--- src/design/mma_pkg.sv ---
// ----------------------------------------------------------------------------
// mma_pkg
// Shared constants, codes and controller/datapath interface types for the
// matrix multiply-accumulate core.
// ----------------------------------------------------------------------------
`default_nettype none

package mma_pkg;

    localparam int DIM       = 8;
    localparam int IDX_W     = $clog2(DIM);
    localparam int CELLS     = DIM * DIM;
    localparam int ADDR_W    = $clog2(CELLS);
    localparam int FIELD_W   = 3;            // row/col port width
    localparam int AB_W      = 32;           // Q16.16
    localparam int C_W       = 64;           // Q48.16
    localparam int FRAC_BITS = 16;

    typedef enum logic [1:0] {
        OP_LOAD_A  = 2'd0,
        OP_LOAD_B  = 2'd1,
        OP_LOAD_C  = 2'd2,
        OP_COMPUTE = 2'd3
    } op_t;

    // controller -> datapath
    typedef struct packed {
        logic             load_a;
        logic             load_b;
        logic             load_c;
        logic             issue;    // one multiply-add enters the pipe
        logic             first;    // k == 0: start from stored C
        logic             lastk;    // k == DIM-1: element complete
        logic             last;     // final element of the matrix
        logic [IDX_W-1:0] i;
        logic [IDX_W-1:0] j;
        logic [IDX_W-1:0] k;
    } mma_cmd_t;

    // datapath -> controller
    typedef struct packed {
        logic pipe_busy;
    } mma_status_t;

    function automatic logic [ADDR_W-1:0] cell_addr(input logic [IDX_W-1:0] r,
                                                    input logic [IDX_W-1:0] c);
        return ADDR_W'(int'(r) * DIM + int'(c));
    endfunction

endpackage

`default_nettype wire

--- src/design/mma_ctrl.sv ---
// ----------------------------------------------------------------------------
// mma_ctrl
// Command decode and i/j/k sequencer for the compute sweep.
// ----------------------------------------------------------------------------
`default_nettype none

module mma_ctrl
    import mma_pkg::*;
(
    input  wire logic        clk,
    input  wire logic        rst_n,
    input  wire logic        start,
    input  wire logic [1:0]  op,
    output logic             busy,
    output mma_cmd_t         cmd,
    input  wire mma_status_t status
);

    typedef enum logic [2:0] {
        ST_IDLE  = 3'b001,
        ST_RUN   = 3'b010,
        ST_DRAIN = 3'b100
    } state_t;

    state_t           state_reg, state_next;
    logic [IDX_W-1:0] i_reg, i_next;
    logic [IDX_W-1:0] j_reg, j_next;
    logic [IDX_W-1:0] k_reg, k_next;

    logic take;
    logic k_end, j_end, i_end;

    assign take  = start && (state_reg == ST_IDLE);
    assign k_end = (k_reg == IDX_W'(DIM - 1));
    assign j_end = (j_reg == IDX_W'(DIM - 1));
    assign i_end = (i_reg == IDX_W'(DIM - 1));
    assign busy  = (state_reg != ST_IDLE);

    always_comb
    begin
        state_next = state_reg;
        i_next     = i_reg;
        j_next     = j_reg;
        k_next     = k_reg;

        cmd        = '0;
        cmd.i      = i_reg;
        cmd.j      = j_reg;
        cmd.k      = k_reg;
        cmd.first  = (k_reg == '0);
        cmd.lastk  = k_end;
        cmd.last   = i_end && j_end;

        unique case (state_reg)
            ST_IDLE:
            begin
                if (take)
                begin
                    unique case (op_t'(op))
                        OP_LOAD_A:  cmd.load_a = 1'b1;
                        OP_LOAD_B:  cmd.load_b = 1'b1;
                        OP_LOAD_C:  cmd.load_c = 1'b1;
                        OP_COMPUTE:
                        begin
                            state_next = ST_RUN;
                            i_next     = '0;
                            j_next     = '0;
                            k_next     = '0;
                        end
                        default: ;
                    endcase
                end
            end
            ST_RUN:
            begin
                cmd.issue = 1'b1;
                k_next    = k_end ? '0 : k_reg + 1'b1;
                if (k_end)
                begin
                    j_next = j_end ? '0 : j_reg + 1'b1;
                    if (j_end)
                    begin
                        i_next = i_end ? '0 : i_reg + 1'b1;
                        if (i_end)
                        begin
                            state_next = ST_DRAIN;
                        end
                    end
                end
            end
            ST_DRAIN:
            begin
                if (!status.pipe_busy)
                begin
                    state_next = ST_IDLE;
                end
            end
            default: state_next = ST_IDLE;
        endcase
    end

    always_ff @(posedge clk or negedge rst_n)
    begin
        if (!rst_n)
        begin
            state_reg <= ST_IDLE;
            i_reg     <= '0;
            j_reg     <= '0;
            k_reg     <= '0;
        end
        else
        begin
            state_reg <= state_next;
            i_reg     <= i_next;
            j_reg     <= j_next;
            k_reg     <= k_next;
        end
    end

endmodule

`default_nettype wire

--- config.mk ---
export PLATFORM = sky130hd
export DESIGN_NAME = mma_ctrl
export DESIGN_NICKNAME = d
export VERILOG_FILES = /design/src/design/mma_pkg.sv /design/src/design/mma_ctrl.sv
export SDC_FILE = /design/constraint.sdc
export NUM_CORES = 1
export LEC_CHECK = 0
export ABC_AREA = 1
export BUFFER_PORTS_ARGS = -buffer_cell sky130_fd_sc_hd__buf_2
export CORE_MARGIN = 1.5
export CORE_UTILIZATION = 38
export DETAILED_ROUTE_END_ITERATION = 8
export PLACE_DENSITY_LB_ADDON = 0.3
export SYNTH_ARGS = -nofsm -noshare
export SYNTH_HDL_FRONTEND = slang
export SYNTH_SLANG_ARGS = --single-unit
--- constraint.sdc ---
create_clock -name clk -period 1.55 [get_ports clk]
set_input_delay 0.31 -clock clk [delete_from_list [all_inputs] [get_ports clk]]
set_output_delay 0.31 -clock clk [all_outputs]
set_load 0.02 [all_outputs]
==> results.cfg, run 1 <==
[routing]
num_vias = 795
via_per_inst = 4.57
routed_wirelength_mm = 2.01
drc = 0
wl_per_cell_um = 11.5
drt_iter0_markers = 12
ant_nets = 0
firstDrtPassIters = 4

[clock_network]
cts_tree = built
numCtsBuffers = 3
cts_root_buf = clkbuf_4
clock_latency_ns = 0.27
clock_path_buffers = 2
cts_max_level = 1
cts_sinks = 12
clkTransAtPathRegs_ns = 0.08

[power]
power_density_mw_per_mm2 = 472
leakage_nw = 0.629
finalPower_mw = 0.586
ir_worst_vdd_mv = 0.383

[sta]
tightest_slew_ns = 0.290
setup_ws_ns = -0.146
fin_worst_skew_ns = 0.00612
fmax_mhz = 590
rsz0062_at_grt = yes
maxSlewViolCount = 0
setup_viol = 5
setup-tns-final_ns = -0.372
relSlewSlack_pct = 80.7
fin_crit_ns = 1.70
post-route-period-util_pct = 109
hold_viol = 0

[finish]
syn2layout_area_growth_pct = 53.1
nNetsFinal = 161
antenna_cells = 0
drive_gt1_share_pct = 50.3
utilization_pct = 62.6
fin_cells = 174

[logic_synthesis]
synth_fp_nets = 122
synth.ff_latch_count = 12
syn_area_um2 = 811
ys_warn_count = 0
post_synth_num_cell_types = 19
seq_area_frac_synth_pct = 37.2
synthCells = 109
syn_area_per_cell_um2 = 7.44

[die]
start_util_pct = 40.9
pin_count = 23
die_width_um = 49.2
die_h_um = 49.2
rows = 16
die-area_mm2 = 0.00242
core_mm2 = 0.00198

[critical_path]
critPathArrivalTime_ns = 1.39
max_stage_delay_ns = 0.55
cp_slowest_cell = dfstp_2
crit_required_ns = 1.24
path_cells = inv_2 > nor2_4 > nand3_4 > nor3_2 > buf_4
critPathKind = flop to primary output
cp-end-kind = primary output
cp-start-kind = flop
worstPathMaxFanout = 3
rr_worst_depth = 8

[placement]
place_congestion = 0.777
place_ws_ns = 0.104
port_buffers = 22
dpl.hpwl_mm = 1.31
dp_cells = 159

[hold_path]
min_path_type = input pin to flop
worstHoldPathCells = 3

[global_route]
grt_overflow = 0
grt_pass1_wl_mm = 3.30
grt_pass1_vias = 760
grt_usage_pct = 17.9
antenna_found_initial = 0
grt_max_degree = 13

[flow_run]
max-cap-violations = 0

[outcome]
failed_checks = setup timing
status = finished with violations
critical path, delay by kind of cell (launching register included):
family	cells	cell delay (ns)
flops	1	0.55
simple gates	3	0.35
buf+inv	2	0.22
where the power goes:
part           switching [mW]  internal, mW  total (mW)
clock                   0.109         0.143       0.251
combinational          0.0149       0.00740      0.0223
sequential                  0         0.313       0.313
per-layer routing:
layer | GRT usage [%] | vias to the layer above | wire [um]
li1 | - | 412 | -
met1 | 22.7 | 361 | 863
met2 | 30.4 | 20 | 1060
met3 | 2.45 | 2 | 70
met4 | 7.14 | 0 | 14
met5 | 0 | - | 0
placed cells by master, fill, tap and decap left out, drive strengths merged:
master	n
ha	7
nor3	2
dfrtp	11
buf	35
o21ai	4
clkbuf	4
nor2	14
dfstp	1
inv	20
or2	1
dlygate4sd3	1
nand3b	2
nand2	33
nand4	1
nand3	11
path summary, 6_finish.rpt:
kind	from	to	slack, ns
max reg2reg	state_reg[0]	i_reg[2]	0.11
max	state_reg[0]	cmd[15]	-0.15
min in group asynchronous	rst_n	k_reg[2]	0.45
min	status	state_reg[2]	0.35
max in group asynchronous	rst_n	state_reg[0]	0.82
min reg2reg	k_reg[2]	k_reg[2]	0.56
cell type report:
| cell class | count | area, um^2 |
|---|---|---|
| clock buffer | 4 | 36.3 |
| multi-input combinational | 75 | 522 |
| fill | 183 | 741 |
| tap | 27 | 33.8 |
| timing repair buffer | 36 | 269 |
| sequential | 12 | 303 |
| inverter | 20 | 77.6 |
through the flow:
step,hold slack [ns],instance area (um^2)
after CTS,0.338,1140
after floorplan,0.0144,811
after global placement,0.205,962
after global routing,0.372,1240
after detailed placement,0.212,962
final,0.353,1240
cell families (layout without fill, tap and decap cells):
logic type | count (synthesis) | in the layout | synth area share [%]
buffers and inverters | 22 | 60 | 11.1
AND/OR/NAND/NOR | 64 | 64 | 38.4
flip-flops | 12 | 12 | 37.2
adder cells (fa/ha/maj) | 7 | 7 | 10.8
AO/OA/AOI/OAI | 4 | 4 | 2.47
cells in the mapped netlist:
| master | n | area, um^2 |
|---|---|---|
| nor2_2 | 4 | 25.0 |
| nand2_1 | 28 | 105 |
| o21ai_0 | 2 | 10.0 |
| nand2_4 | 2 | 22.5 |
| nand3b_1 | 2 | 15.0 |
| buf_4 | 2 | 15.0 |
| nor3_1 | 2 | 10.0 |
| ha_1 | 7 | 87.6 |
| inv_2 | 1 | 3.75 |
| or2_1 | 1 | 6.26 |
| nor2_1 | 10 | 37.5 |
| nand2_2 | 3 | 18.8 |
| dfrtp_1 | 11 | 275 |
| nand4_1 | 1 | 6.26 |
| dfstp_2 | 1 | 26.3 |
| o21ai_1 | 2 | 10.0 |
| nand3_1 | 9 | 45.0 |
| nand3_2 | 2 | 20.0 |
| inv_1 | 19 | 71.3 |
timing repair:
item,in CTS,in global routing
pin swaps,7,3
hold buffers,1,0
setup buffers,6,4
endpoints found under the hold margin,11,0
setup endpoints to repair,6,12
gates resized for setup,23,21
No activity file was read; power rests on OpenSTA's default activity.
==> run 2: changes to the inputs <==
Settings changed: ABC_AREA 1 to not set.
==> run 2 against run 1 <==
Effect of this change:
- the run still ends with setup timing left
- count of clock-buffer cells in the layout did not move
- global-route usage is 1.5 points higher
- final cell count shrank 15%
- sequential share of layout area fell by 0.87 points
- synthesized cell count decreased by 32%
- register-to-register slack got worse by 0.08 ns
- clock power down 18%
- combinational power rose to 10 times the previous value
- setup slack got worse by 0.059 ns
- total power up 32%
- sequential power up 8.3%
- critical endpoint is now cmd[13]
- largest cell class unchanged
==> results.cfg, run 2 <==
[sta]
fin_worst_skew_ns = 0.00877
fin_crit_ns = 1.76
setup_ws_ns = -0.205
tightest_slew_ns = 0.289
rsz0062_at_grt = yes
setup_viol = 6
post-route-period-util_pct = 113
holdWs_ns = 0.312
hold_viol = 0
maxSlewViolCount = 0
relSlewSlack_pct = 80.7
setup-tns-final_ns = -0.811
fmax_mhz = 570

[placement]
dpl.hpwl_mm = 1.28
place_congestion = 0.794
place_ws_ns = 0.0574
port_buffers = 22

[clock_network]
numCtsBuffers = 3
cts_max_level = 1
clkTransAtPathRegs_ns = 0.08
cts_root_buf = clkbuf_4
cts_tree = built
clock_path_buffers = 2
clock_latency_ns = 0.27
cts_sinks = 12

[global_route]
grt_usage_pct = 19.3
antenna_found_initial = 0
grt_pass1_vias = 695
grt_overflow = 0
grt_max_degree = 13
grt_pass1_wl_mm = 3.01

[critical_path]
cp_top_family = flip-flops
timing.rr.start = state_reg[2]
worstPathMaxFanout = 3
cp-start-kind = flop
critPathArrivalTime_ns = 1.45
cp_slowest_cell = dfstp_2
max_stage_delay_ns = 0.54
cp-end-kind = primary output
cp_num_buf_inv = 1
cp.depth = 4
r2r_setup_slack_ns = 0.03
crit_start = state_reg[0]
critPathKind = flop to primary output
path_cells = and2b_2 > nand3_4 > nor3b_4 > buf_6
crit_required_ns = 1.24
rr_worst_depth = 5

[logic_synthesis]
synth-main-ff-cell = dfrtp_1
post_synth_num_cell_types = 37
synth_async_sr_flop_share_pct = 100
syn_area_per_cell_um2 = 10.3
synth_area_leaders = dfrtp_1, ha_1, nand2_1
syn_area_um2 = 761
synthMostInstantiatedCell = dfrtp_1
ys_warn_count = 0
synthCells = 74
synth.ff_latch_count = 12
synth_top_cell_by_area = dfrtp_1
synth_edf_count = 0
seq_area_frac_synth_pct = 39.6
synth_fp_nets = 87
synth_common_cells = dfrtp_1, nand2_1, ha_1
synth_top_area_share_pct = 36.2

[routing]
drt_iter0_markers = 11
firstDrtPassIters = 4
drc = 0
routed_wirelength_mm = 2.02
num_vias = 765
via_per_inst = 5.17
wl_per_cell_um = 13.6
ant_nets = 0

[finish]
drive_gt1_share_pct = 62.8
nNetsFinal = 135
antenna_cells = 0
final_common_cell = buf_4
syn2layout_area_growth_pct = 69.9
utilization_pct = 67.3
final_cell_mix = buf_4, buf_2, buf_6

[power]
ir_worst_vdd_mv = 0.582
finalPower_mw = 0.772
switchingPower_mw = 0.229
power.share.sequential_pct = 43.9
comb_power_share_pct = 29.6
leakage_nw = 0.623
power_density_mw_per_mm2 = 597
power.share.clock_pct = 26.6
power.share.switching_pct = 29.7
p_int_mw = 0.542

[hold_path]
min_path_type = input pin to flop
worstHoldPathCells = 3
hold_start = status

[outcome]
status = finished with violations
failed_checks = setup timing

[die]
die_width_um = 47.7
pin_count = 23
die-area_mm2 = 0.00228
core_mm2 = 0.00192
rows = 16
start_util_pct = 39.6
die_h_um = 47.7

[flow_run]
max-cap-violations = 0
==> run 2: layer usage <==
metal,GRT usage [%],vias up,share of wire (%)
li1,-,360,-
met1,24.3,375,42
met2,32.5,24,50
met3,6.79,6,5.2
met4,3.24,0,2.6
met5,0,-,0
==> run 2: kinds of logic after synthesis <==
kind of cell | Yosys count | share of synthesized area (%)
and+or+nand+nor | 29 | 25.5
adders and majority gates | 7 | 11.5
DFF | 12 | 39.6
AOI/OAI and AO/OA | 16 | 15.5
muxes | 1 | 1.32
buffers and inverters | 9 | 6.58
==> run 2: area by class of cell <==
type,count,area [um^2]
Fill cell,162,629
Multi-Input combinational cell,53,537
Timing Repair Buffer,47,365
Sequential cell,12,304
Tap cell,27,33.8
Clock buffer,4,26.3
Inverter,5,26.3
==> run 2: power groups by stage <==
stage,Combinational (mW),Clock [mW],Sequential (mW)
2_1_floorplan,0.0812,0,0.351
3_3_place_gp,0.153,0,0.339
3_5_place_dp,0.155,0,0.340
4_1_cts,0.205,0.211,0.335
5_1_grt,0.247,0.233,0.340
6_report,0.228,0.205,0.339
==> run 2: final timing paths <==
| kind | endpoint |
|---|---|
| max | cmd[13] |
| min | state_reg[2] |
| max reg2reg | k_reg[1] |
| min reg2reg | j_reg[2] |
| max in group asynchronous | state_reg[0] |
| min in group asynchronous | state_reg[2] |
==> run 2: worst reg2reg max path: stages (launching register included) <==
cell and delay [ns]:
dfrtp_1 0.40, buf_6 0.12, or3b_4 0.41, buf_4 0.15
buf_4 0.15, o32ai_2 0.20
==> run 2: what timing repair did <==
item,in CTS,in global routing
buffers inserted,12,6
endpoints found under the setup margin,7,8
endpoints found under the hold margin,11,0
pin swaps,7,3
resized for setup,31,8
hold buffers,1,0
==> run 2: metrics by stage <==
step | cells | area (um^2)
6_report | 148 | 1290
3_3_place_gp | 126 | 991
5_1_grt | 148 | 1290
4_1_cts | 143 | 1220
3_5_place_dp | 126 | 991
2_1_floorplan | 74 | 826
==> run 3: changes to the inputs <==
Settings changed: CORE_UTILIZATION 38 to 35, RECOVER_POWER set to 25.
==> run 3 against run 2 <==
Effect of this change:
- the flow still finishes with violations (setup timing)
- non-clock buffer count down 1
- worst hold slack improved by 0.021 ns
- sequential cell count unchanged
- register-to-register slack better by 0.02 ns
- combinational power increased by 6%
- count of clock-buffer cells in the layout stayed put
- global-route usage decreased by 1.9 points
- via count down 3.5%
- final cell count down 0.68%
- wire length down 3.0%
- critical path type unchanged
- critical endpoint unchanged
==> results.cfg, run 3 (synthesis gave the netlist of run 2 again) <==
[outcome]
status = finished with violations
failed_checks = setup timing

[flow_run]
max-cap-violations = 0

[finish]
syn2layout_area_growth_pct = 70.7
design_area_mm2 = 0.00130
final_cell_mix = buf_4, buf_2, buf_6
antenna_cells = 0
multi_input_area_um2 = 553
drive_gt1_share_pct = 62.5
register_area_um2 = 304
final_common_cell = buf_4
utilization_pct = 64.9
fillerInstances = 168
nNetsFinal = 134

[sta]
hold_viol = 0
setup_ws_ns = -0.203
fin_worst_skew_ns = 0.000524
maxSlewViolCount = 0
post-route-period-util_pct = 113
tightest_slew_ns = 0.637
setup_viol = 7
fmax_mhz = 571
rsz0062_at_grt = yes
fin_crit_ns = 1.75
setup-tns-final_ns = -0.801
relSlewSlack_pct = 57.5

[global_route]
grt_usage_pct = 17.5
grt_max_degree = 13
antenna_found_initial = 0
top_usage_layer = met2
grt_overflow = 0
grt_pass1_wl_mm = 3.26
use_met1_pct = 20.0
globalRouteMet3Util_pct = 3.64
use_met2_pct = 29.6
grt_pass1_vias = 747

[routing]
ant_nets = 0
via_per_inst = 5.02
routed_wirelength_mm = 1.96
num_vias = 738
wl_per_cell_um = 13.3
drt_iter0_markers = 5
firstDrtPassIters = 4
drc = 0

[die]
rows = 16
die_width_um = 49.6
start_util_pct = 38.0
core_mm2 = 0.00200
die-area_mm2 = 0.00246
die_h_um = 49.6
pin_count = 23

[critical_path]
r2r_end = i_reg[1]
cp-end-kind = primary output
rr_worst_depth = 5
r2r_setup_slack_ns = 0.05
timing.rr.start = k_reg[1]
critPathArrivalTime_ns = 1.44
worstPathMaxFanout = 3
cp-start-kind = flop
critPathKind = flop to primary output
crit_required_ns = 1.24

[power]
power_density_mw_per_mm2 = 635
finalPower_mw = 0.825
leakage_nw = 0.619
ir_worst_vdd_mv = 0.656

[placement]
dpl.hpwl_mm = 1.28
place_congestion = 0.760
placed_cell_area_um2 = 991
place_ws_ns = 0.0412
port_buffers = 22

[clock_network]
cts_max_level = 1
cts_sinks = 12
clkTransAtPathRegs_ns = 0.07
cts_root_buf = clkbuf_4
clock_path_buffers = 2
clock_latency_ns = 0.27
numCtsBuffers = 3
cts_tree = built

[hold_path]
min_path_type = input pin to flop
hold_path_end = state_reg[2]
hold_start = status
worstHoldPathCells = 3
[run 3: cell types whose count changed in the layout (fill, tap and decap cells not counted), sizes merged]
cell | previous run | this run
buf | 46 | 44
clkbuf | 4 | 5
clkinv | 0 | 1
inv | 5 | 4
[run 3: power breakdown]
part	internal [mW]	total [mW]	switching [mW]	leakage, nW
sequential	0.325	0.337	0.0115	0.160
clock	0.143	0.247	0.104	0.0210
combinational	0.126	0.241	0.115	0.438
total	0.594	0.825	0.230	0.619
[run 3: final cells by class]
cell class | count | share of cell area [%]
clock buffer | 4 | 2.79
inverter | 5 | 1.73
multi-input combinational | 53 | 42.6
sequential | 12 | 23.4
tap | 27 | 2.60
timing repair buffer | 46 | 26.9
[run 3: through the flow]
step	hold slack [ns]	cells
after floorplan	0.0144	74
after global placement	0.206	126
after detailed placement	0.202	126
after CTS	0.325	144
after global routing	0.324	147
final	0.333	147
[run 3: metal layers]
| metal | part of all wire, % | wire length, um |
|---|---|---|
| met1 | 44 | 861 |
| met2 | 47 | 930 |
| met3 | 4.3 | 85 |
| met4 | 4.2 | 82 |
| met5 | 0 | 0 |
[run 3: worst max-delay path, cell delays in order (launching register included)]
cell     delay [ns]
dfstp_2        0.53
and2b_2        0.17
nand3_4        0.12
nor3b_4        0.21
buf_6          0.14
[run 3: how the worst max path moves through the flow]
stage,endpoint,cells past startpoint,start
2_1_floorplan,cmd[13],4,state_reg[0]
3_3_place_gp,i_reg[2],5,k_reg[1]
3_5_place_dp,i_reg[1],5,k_reg[1]
4_1_cts,cmd[13],4,state_reg[0]
5_1_grt,cmd[13],4,state_reg[0]
6_report,cmd[13],4,state_reg[0]
[run 3: what timing repair did]
item / in CTS / in global routing
endpoints found under the setup margin: 7 / 12
pin swaps: 5 / 5
buffers inserted: 13 / 5
cloned: 0 / 0
gates resized for setup: 27 / 8
hold buffers: 1 / 0
endpoints found under the hold margin: 11 / 0
